===== src/rtl/kdt_pkg.sv =====
// ----------------------------------------------------------------------------
// kdt_pkg
// Shared types and constants for the k-smallest distance table.
// ----------------------------------------------------------------------------
package kdt_pkg;

  localparam int unsigned DistW  = 24;
  localparam int unsigned LabelW = 8;
  localparam int unsigned SlotW  = 8;
  localparam int unsigned StatW  = 2;
  localparam int unsigned OutIdxW = 4;

  // 1.0 in unsigned Q8.16.
  localparam logic [DistW-1:0] DIST_ONE = 24'h01_0000;

  typedef enum logic {
    ACT_INSERT = 1'b0,
    ACT_READ   = 1'b1
  } action_e;

  typedef enum logic [StatW-1:0] {
    STATUS_OK     = 2'd0,
    STATUS_REJECT = 2'd1,
    STATUS_RANGE  = 2'd2
  } status_e;

  typedef enum logic [1:0] {
    ST_IDLE,
    ST_SCAN,
    ST_DONE
  } state_e;

  // Operation presented to every cell while a scan runs.
  typedef struct packed {
    action_e           action;
    logic [SlotW-1:0]  slot;
  } op_t;

  // Write broadcast to the cells at the end of an accepted insert.
  typedef struct packed {
    logic              en;
    logic [SlotW-1:0]  idx;
    logic [DistW-1:0]  distance;
    logic [LabelW-1:0] label;
  } wr_t;

  // Scan result handed from cell to cell.
  typedef struct packed {
    logic              have;
    logic              free;
    logic [SlotW-1:0]  idx;
    logic [DistW-1:0]  distance;
    logic [LabelW-1:0] label;
    logic              used;
  } carry_t;

  localparam carry_t CARRY_INIT = '{
    have:     1'b0,
    free:     1'b0,
    idx:      '0,
    distance: '0,
    label:    '0,
    used:     1'b0
  };

endpackage


===== src/rtl/kdt_cell.sv =====
// ----------------------------------------------------------------------------
// kdt_cell
// One table slot: holds an entry and passes the running scan result on.
// ----------------------------------------------------------------------------
module kdt_cell #(
  parameter int unsigned CellIdx = 0
) (
  input  logic            clk_i,
  input  logic            rst_ni,
  input  kdt_pkg::op_t    op_i,
  input  kdt_pkg::wr_t    wr_i,
  input  kdt_pkg::carry_t carry_i,
  output kdt_pkg::carry_t carry_o
);

  localparam logic [kdt_pkg::SlotW-1:0] MyIdx = kdt_pkg::SlotW'(CellIdx);

  logic [kdt_pkg::DistW-1:0]  dist_q;
  logic [kdt_pkg::LabelW-1:0] label_q;
  logic                       used_q;
  kdt_pkg::carry_t            carry_d, carry_q;
  logic                       take;

  always_comb begin
    take = 1'b0;
    carry_d = carry_i;
    if (op_i.action == kdt_pkg::ACT_READ) begin
      take = (op_i.slot == MyIdx);
    end else if (!carry_i.free) begin
      // The first unused slot wins outright; otherwise keep the first maximum.
      if (!used_q) begin
        take = 1'b1;
        carry_d.free = 1'b1;
      end else if (!carry_i.have || (dist_q > carry_i.distance)) begin
        take = 1'b1;
      end
    end
    if (take) begin
      carry_d.have     = 1'b1;
      carry_d.idx      = MyIdx;
      carry_d.distance = dist_q;
      carry_d.label    = label_q;
      carry_d.used     = used_q;
    end
  end

  always_ff @(posedge clk_i or negedge rst_ni) begin
    if (!rst_ni) begin
      dist_q  <= kdt_pkg::DIST_ONE;
      label_q <= '0;
      used_q  <= 1'b0;
    end else if (wr_i.en && (wr_i.idx == MyIdx)) begin
      dist_q  <= wr_i.distance;
      label_q <= wr_i.label;
      used_q  <= 1'b1;
    end
  end

  always_ff @(posedge clk_i or negedge rst_ni) begin
    if (!rst_ni) begin
      carry_q <= kdt_pkg::CARRY_INIT;
    end else begin
      carry_q <= carry_d;
    end
  end

  assign carry_o = carry_q;

endmodule


===== src/rtl/k_smallest_distance_table.sv =====
// The scan result moves one cell per cycle down the chain of slots; in the
// DONE state the table is then updated and the result loaded, as soon as the
// output register is free. A new item is accepted only in the idle state,
// after the previous result has been loaded; a result that is not taken holds
// the block in DONE. Reset is asynchronous, active low; all slots become unused
// with distance 1.0 at once.
// ----------------------------------------------------------------------------
// k_smallest_distance_table
// Keeps the smallest candidate distances seen, with labels, in a cell chain.
// ----------------------------------------------------------------------------
module k_smallest_distance_table #(
  parameter int unsigned TABLE_ENTRIES = 16
) (
  input  logic                          clk_i,
  input  logic                          rst_ni,
  input  logic                          in_valid_i,
  output logic                          in_ready_o,
  input  logic                          action_i,
  input  logic [kdt_pkg::DistW-1:0]     distance_i,
  input  logic [kdt_pkg::LabelW-1:0]    label_i,
  input  logic [kdt_pkg::SlotW-1:0]     slot_i,
  output logic                          out_valid_o,
  input  logic                          out_ready_i,
  output logic [kdt_pkg::StatW-1:0]     status_o,
  output logic [kdt_pkg::OutIdxW-1:0]   slot_index_o,
  output logic [kdt_pkg::LabelW-1:0]    slot_label_o,
  output logic [kdt_pkg::DistW-1:0]     slot_distance_o,
  output logic                          slot_used_o
);

  localparam int unsigned CntW = (TABLE_ENTRIES > 1) ? $clog2(TABLE_ENTRIES) : 1;
  localparam logic [CntW-1:0] CntLast = CntW'(TABLE_ENTRIES - 1);
  localparam logic [kdt_pkg::SlotW:0] NumSlots = (kdt_pkg::SlotW + 1)'(TABLE_ENTRIES);

  kdt_pkg::state_e state_q, state_d;
  logic [CntW-1:0] cnt_q, cnt_d;

  kdt_pkg::op_t               op_q;
  logic [kdt_pkg::DistW-1:0]  dist_q;
  logic [kdt_pkg::LabelW-1:0] label_q;

  kdt_pkg::wr_t    wr;
  kdt_pkg::carry_t carry_w [TABLE_ENTRIES];
  kdt_pkg::carry_t res;

  logic in_xfer, load_out, scan_end, ins_accept, out_of_range;

  logic                        out_valid_q, out_valid_d;
  kdt_pkg::status_e            status_q, status_d;
  logic [kdt_pkg::OutIdxW-1:0] idx_q, idx_d;
  logic [kdt_pkg::LabelW-1:0]  olabel_q, olabel_d;
  logic [kdt_pkg::DistW-1:0]   odist_q, odist_d;
  logic                        oused_q, oused_d;

  // Chain of slot cells.
  for (genvar j = 0; j < TABLE_ENTRIES; j++) begin : g_cell
    kdt_pkg::carry_t cin;
    if (j == 0) begin : g_head
      assign cin = kdt_pkg::CARRY_INIT;
    end else begin : g_link
      assign cin = carry_w[j-1];
    end
    kdt_cell #(
      .CellIdx(j)
    ) u_cell (
      .clk_i  (clk_i),
      .rst_ni (rst_ni),
      .op_i   (op_q),
      .wr_i   (wr),
      .carry_i(cin),
      .carry_o(carry_w[j])
    );
  end

  assign res          = carry_w[TABLE_ENTRIES-1];
  assign in_xfer      = in_valid_i && in_ready_o;
  assign scan_end     = (cnt_q == CntLast);
  assign ins_accept   = !res.used || (dist_q < res.distance);
  assign out_of_range = ({1'b0, op_q.slot} >= NumSlots);

  // Next state.
  always_comb begin
    state_d = state_q;
    case (state_q)
      kdt_pkg::ST_IDLE: if (in_valid_i) state_d = kdt_pkg::ST_SCAN;
      kdt_pkg::ST_SCAN: if (scan_end) state_d = kdt_pkg::ST_DONE;
      kdt_pkg::ST_DONE: if (!out_valid_q || out_ready_i) state_d = kdt_pkg::ST_IDLE;
      default:          state_d = kdt_pkg::ST_IDLE;
    endcase
  end

  // State outputs.
  always_comb begin
    in_ready_o = 1'b0;
    load_out   = 1'b0;
    cnt_d      = cnt_q;
    case (state_q)
      kdt_pkg::ST_IDLE: begin
        in_ready_o = 1'b1;
        cnt_d      = '0;
      end
      kdt_pkg::ST_SCAN: cnt_d = cnt_q + CntW'(1);
      kdt_pkg::ST_DONE: load_out = !out_valid_q || out_ready_i;
      default: ;
    endcase
  end

  always_comb begin
    wr.en       = load_out && (op_q.action == kdt_pkg::ACT_INSERT) && ins_accept;
    wr.idx      = res.idx;
    wr.distance = dist_q;
    wr.label    = label_q;
  end

  // Result selection.
  always_comb begin
    status_d = kdt_pkg::STATUS_OK;
    idx_d    = res.idx[kdt_pkg::OutIdxW-1:0];
    olabel_d = res.label;
    odist_d  = res.distance;
    oused_d  = res.used;
    if (op_q.action == kdt_pkg::ACT_INSERT) begin
      if (ins_accept) begin
        olabel_d = label_q;
        odist_d  = dist_q;
        oused_d  = 1'b1;
      end else begin
        status_d = kdt_pkg::STATUS_REJECT;
      end
    end else if (out_of_range) begin
      status_d = kdt_pkg::STATUS_RANGE;
      idx_d    = '0;
      olabel_d = '0;
      odist_d  = '0;
      oused_d  = 1'b0;
    end
  end

  always_comb begin
    out_valid_d = out_valid_q;
    if (load_out) begin
      out_valid_d = 1'b1;
    end else if (out_ready_i) begin
      out_valid_d = 1'b0;
    end
  end

  always_ff @(posedge clk_i or negedge rst_ni) begin
    if (!rst_ni) begin
      state_q     <= kdt_pkg::ST_IDLE;
      cnt_q       <= '0;
      out_valid_q <= 1'b0;
    end else begin
      state_q     <= state_d;
      cnt_q       <= cnt_d;
      out_valid_q <= out_valid_d;
    end
  end

  always_ff @(posedge clk_i) begin
    if (in_xfer) begin
      op_q.action <= kdt_pkg::action_e'(action_i);
      op_q.slot   <= slot_i;
      dist_q      <= distance_i;
      label_q     <= label_i;
    end
  end

  always_ff @(posedge clk_i) begin
    if (load_out) begin
      status_q <= status_d;
      idx_q    <= idx_d;
      olabel_q <= olabel_d;
      odist_q  <= odist_d;
      oused_q  <= oused_d;
    end
  end

  assign out_valid_o     = out_valid_q;
  assign status_o        = status_q;
  assign slot_index_o    = idx_q;
  assign slot_label_o    = olabel_q;
  assign slot_distance_o = odist_q;
  assign slot_used_o     = oused_q;

endmodule


===== config.mk =====
export PLATFORM = sky130hd
export DESIGN_NAME = k_smallest_distance_table
export DESIGN_NICKNAME = d
export VERILOG_FILES = /design/src/rtl/kdt_pkg.sv /design/src/rtl/kdt_cell.sv /design/src/rtl/k_smallest_distance_table.sv
export SDC_FILE = /design/constraint.sdc
export NUM_CORES = 2
export LEC_CHECK = 0
export CELL_PAD_IN_SITES_DETAIL_PLACEMENT = 0
export CELL_PAD_IN_SITES_GLOBAL_PLACEMENT = 1
export CORE_MARGIN = 8
export CORE_UTILIZATION = 48
export DETAILED_ROUTE_END_ITERATION = 8
export DONT_BUFFER_PORTS = 1
export GPL_TIMING_DRIVEN = 0
export PLACE_DENSITY_LB_ADDON = 0.1
export SLEW_MARGIN = 0
export SYNTH_ARGS = -nofsm -noshare
export SYNTH_HDL_FRONTEND = slang
export SYNTH_SLANG_ARGS = --single-unit

===== constraint.sdc =====
create_clock -name clk_i -period 2.8 [get_ports clk_i]
set_input_delay 0.14 -clock clk_i [delete_from_list [all_inputs] [get_ports clk_i]]
set_output_delay 0.14 -clock clk_i [all_outputs]
set_load 0.02 [all_outputs]

==> results.json <==
{
  "synth_edf_count": 80,
  "cp-endpoint": "g_cell[11].u_cell.dist_q[19]",
  "slew_viol_final": 0,
  "die_w_um": 359,
  "tightest_slew_ns": 1.44,
  "violations": "negative hold slack, negative setup slack",
  "drv_cap": 0,
  "timing.rr.start": "dist_q[18]",
  "post-route-period-util_pct": 112,
  "layout.cells.most_common": "dfrtp_1",
  "ys_seq_elements": 1222,
  "seqPwrFrac_pct": 40.5,
  "grt_pass1_wl_um": 237000,
  "hp-class": "in2async",
  "initialDrtViolationCount": 2171,
  "tritoncts": "done",
  "grt_antenna_before_repair": 7,
  "drtPass1Iterations": 5,
  "finalNetCount": 5300,
  "hold_slack_ns": -0.885,
  "status": "finished, violations left",
  "worst_ep_arrival_time_ns": 3.75,
  "finalWirelength_um": 166000,
  "core_region_area_um2": 117000,
  "fmax_mhz": 320,
  "ys_warn_count": 0,
  "post-dp-hpwl_um": 105000,
  "grt_max_degree": 1143,
  "fp.dieH_um": 359,
  "tns_ns": -131.06,
  "netlist_area_um2": 56500,
  "final_core_util_pct": 61.0,
  "cts_buffer_depth": 3,
  "ir_drop_mv": 0.646,
  "pwr-share-clk_pct": 38.2,
  "wl_per_cell_um": 25.4,
  "required_ns": 3.42,
  "final_cell_mix": "dfrtp_1, mux2_2, mux2_4, inv_1, ha_1",
  "ios": 86,
  "gp_congestion": 0.855,
  "reg2reg_to": "g_cell[11].u_cell.dist_q[19]",
  "ys_seq_area_share_pct": 54.9,
  "h-tree-depth": 4,
  "start_util_pct": 48.1,
  "clock_skew_ns": 0.0336,
  "grt_overflow": 0,
  "clock_tree.root_cell": "clkbuf_16",
  "synth_cells": 4396,
  "cp-end-kind": "flop",
  "postSynthAreaPerCell_um2": 12.9,
  "via_per_inst": 5.45,
  "p_total_uw": 49100,
  "num_vias": 35600,
  "cts_made_buffers": 138,
  "rr_worst_depth": 13,
  "synth_async_sr_flop_share_pct": 93.5,
  "slew_headroom_pct": 3.86,
  "clkTransAtPathRegs_ns": 0.06,
  "r2r_setup_slack_ns": -0.33,
  "switching_share_pct": 29.1,
  "crit_fanout": 7,
  "rows": 126,
  "dp_cells": 5937,
  "critPathLaunch": "dist_q[18]",
  "crit_path_start_kind": "flop",
  "hold_violations": 519,
  "clock_latency_ns": 0.75,
  "finalWorstSetupSlack_ns": -0.325,
  "p_leak_uw": 0.0346,
  "ys_types": 67,
  "cellPowerDensity_nw_per_um2": 686,
  "p_sw_uw": 14300,
  "hold_buffers": 83,
  "crit_type": "reg2reg",
  "syn_nets": 4825,
  "ys.flop_type": "dfrtp_1",
  "instances_no_fill": 6527,
  "drive_gt1_share_pct": 34.2,
  "power.internal_uw": 34800,
  "period_minus_slack_ns": 3.13,
  "grt_pass1_vias": 35600,
  "ant_nets": 0,
  "finalSetupViolCount": 694,
  "dieArea_um2": 129000,
  "rsz0062_at_grt": "true",
  "layout-area-overhead-vs-synth_pct": 26.7,
  "combPwrFrac_pct": 21.3,
  "post-route-drc-count": 0,
  "grt_util_all_layers_pct": 24.5,
  "clock-sinks": 1222,
  "io_buffer_count": 0
}
-- synthesized netlist by cell type, types with 38 or more instances --
cell type	count	area [um2]
and2_1	47	294
ha_1	384	4800
o211ai_1	50	375
a21o_1	39	293
dfrtp_1	1126	28200
nand3_1	40	200
nor3_1	49	245
a221o_1	64	641
a21oi_1	175	876
nand2b_1	38	238
mux2_2	821	9250
inv_1	432	1620
nand4_1	75	469
mux2_4	56	841
buf_2	85	425
o21ai_0	98	490
clkbuf_1	79	297
nor2_1	93	349
mux2i_1	100	1000
edfxtp_1	80	2400
nand2_1	154	578
-- how the worst min path moves through the flow --
stage,end,cells past startpoint
floorplan,cnt_q[0],0
global placement,g_cell[9].u_cell.label_q[0],0
detailed placement,g_cell[8].u_cell.carry_o[1],0
CTS,g_cell[8].u_cell.carry_o[1],0
global route,g_cell[5].u_cell.dist_q[13],0
finish,g_cell[8].u_cell.carry_o[1],0
-- state kept, by name, indices dropped and copies added (netlist names) --
signal and cells:
dist_q 24, slot_used_o 1, op_q 9, status_o 2, slot_distance_o 24, slot_label_o 8
g_cell.u_cell.carry_o 607, g_cell.u_cell.used_q 16, slot_index_o 4, state_q 2, cnt_q 4, label_q 8
out_valid_o 1, g_cell.u_cell.label_q 128, g_cell.u_cell.dist_q 384
-- power by group through the flow --
stage	registers [uW]	clock network (uW)	logic [uW]
2_1_floorplan	19800	0	4680
3_3_place_gp	20400	0	7210
3_5_place_dp	20400	0	7250
4_1_cts	19900	19100	8740
5_1_grt	20000	19800	11100
6_report	19900	18700	10500
-- cells by family (layout without fill, tap and decap cells) --
logic type                 Yosys count  in the layout  share of synthesized area (%)
AOI/OAI and AO/OA                  553            553                           6.50
adders and majority gates          384            384                           8.50
buffers and inverters              615           1200                           4.39
DFF                               1222           1222                           54.9
muxes                              996            996                           20.0
other                                0             10                              0
and+or+nand+nor                    626            626                           5.74
-- per-layer routing --
metal | global-route usage [%] | share of wire, %
met5 | 0 | 0
met4 | 9.22 | 4.3
met2 | 38.9 | 46
met3 | 3.16 | 4.1
met1 | 34.5 | 46
-- cell type report --
class	instances	area, um2
inverter	432	1620
clock buffer	199	4040
buffer	180	2070
timing repair buffer	338	4470
tap	1536	1920
clock inverter	51	671
sequential	1222	31000
multi-input combinational	2559	25800
antenna	10	25.0
fill	9029	45800
-- stage by stage --
stage          worst slack [ns]  area (um2)  hold slack, ns
3_5_place_dp              -2.23       58500        -0.00551
5_1_grt                  -0.400       71600          -0.925
6_report                 -0.325       71600          -0.885
3_3_place_gp              -2.18       58400         0.00540
2_1_floorplan            0.0159       56500          -0.156
4_1_cts                  -0.343       66700          -0.799
-- what timing repair did --
action / 4_1_cts / 5_1_grt
pin swaps: 39 / 90
endpoints found under the setup margin: 1148 / 1044
resized for setup: 381 / 731
buffers inserted: 80 / 119
cloned: 15 / 38
hold endpoints to repair: 1227 / 517
-- critical path, stage by stage (launching register included) --
cell       delay [ns]
edfxtp_1         0.52
ha_4             0.32
nand4_1          0.16
nor3_4           0.26
buf_6            0.13
o2111ai_4        0.26
buf_6            0.23
a41oi_4          0.14
buf_12           0.17
nor2_4           0.06
buf_12           0.17
buf_6            0.12
clkbuf_16        0.15
mux2_4           0.29
Note: power is estimated with default switching activity, not from simulation.
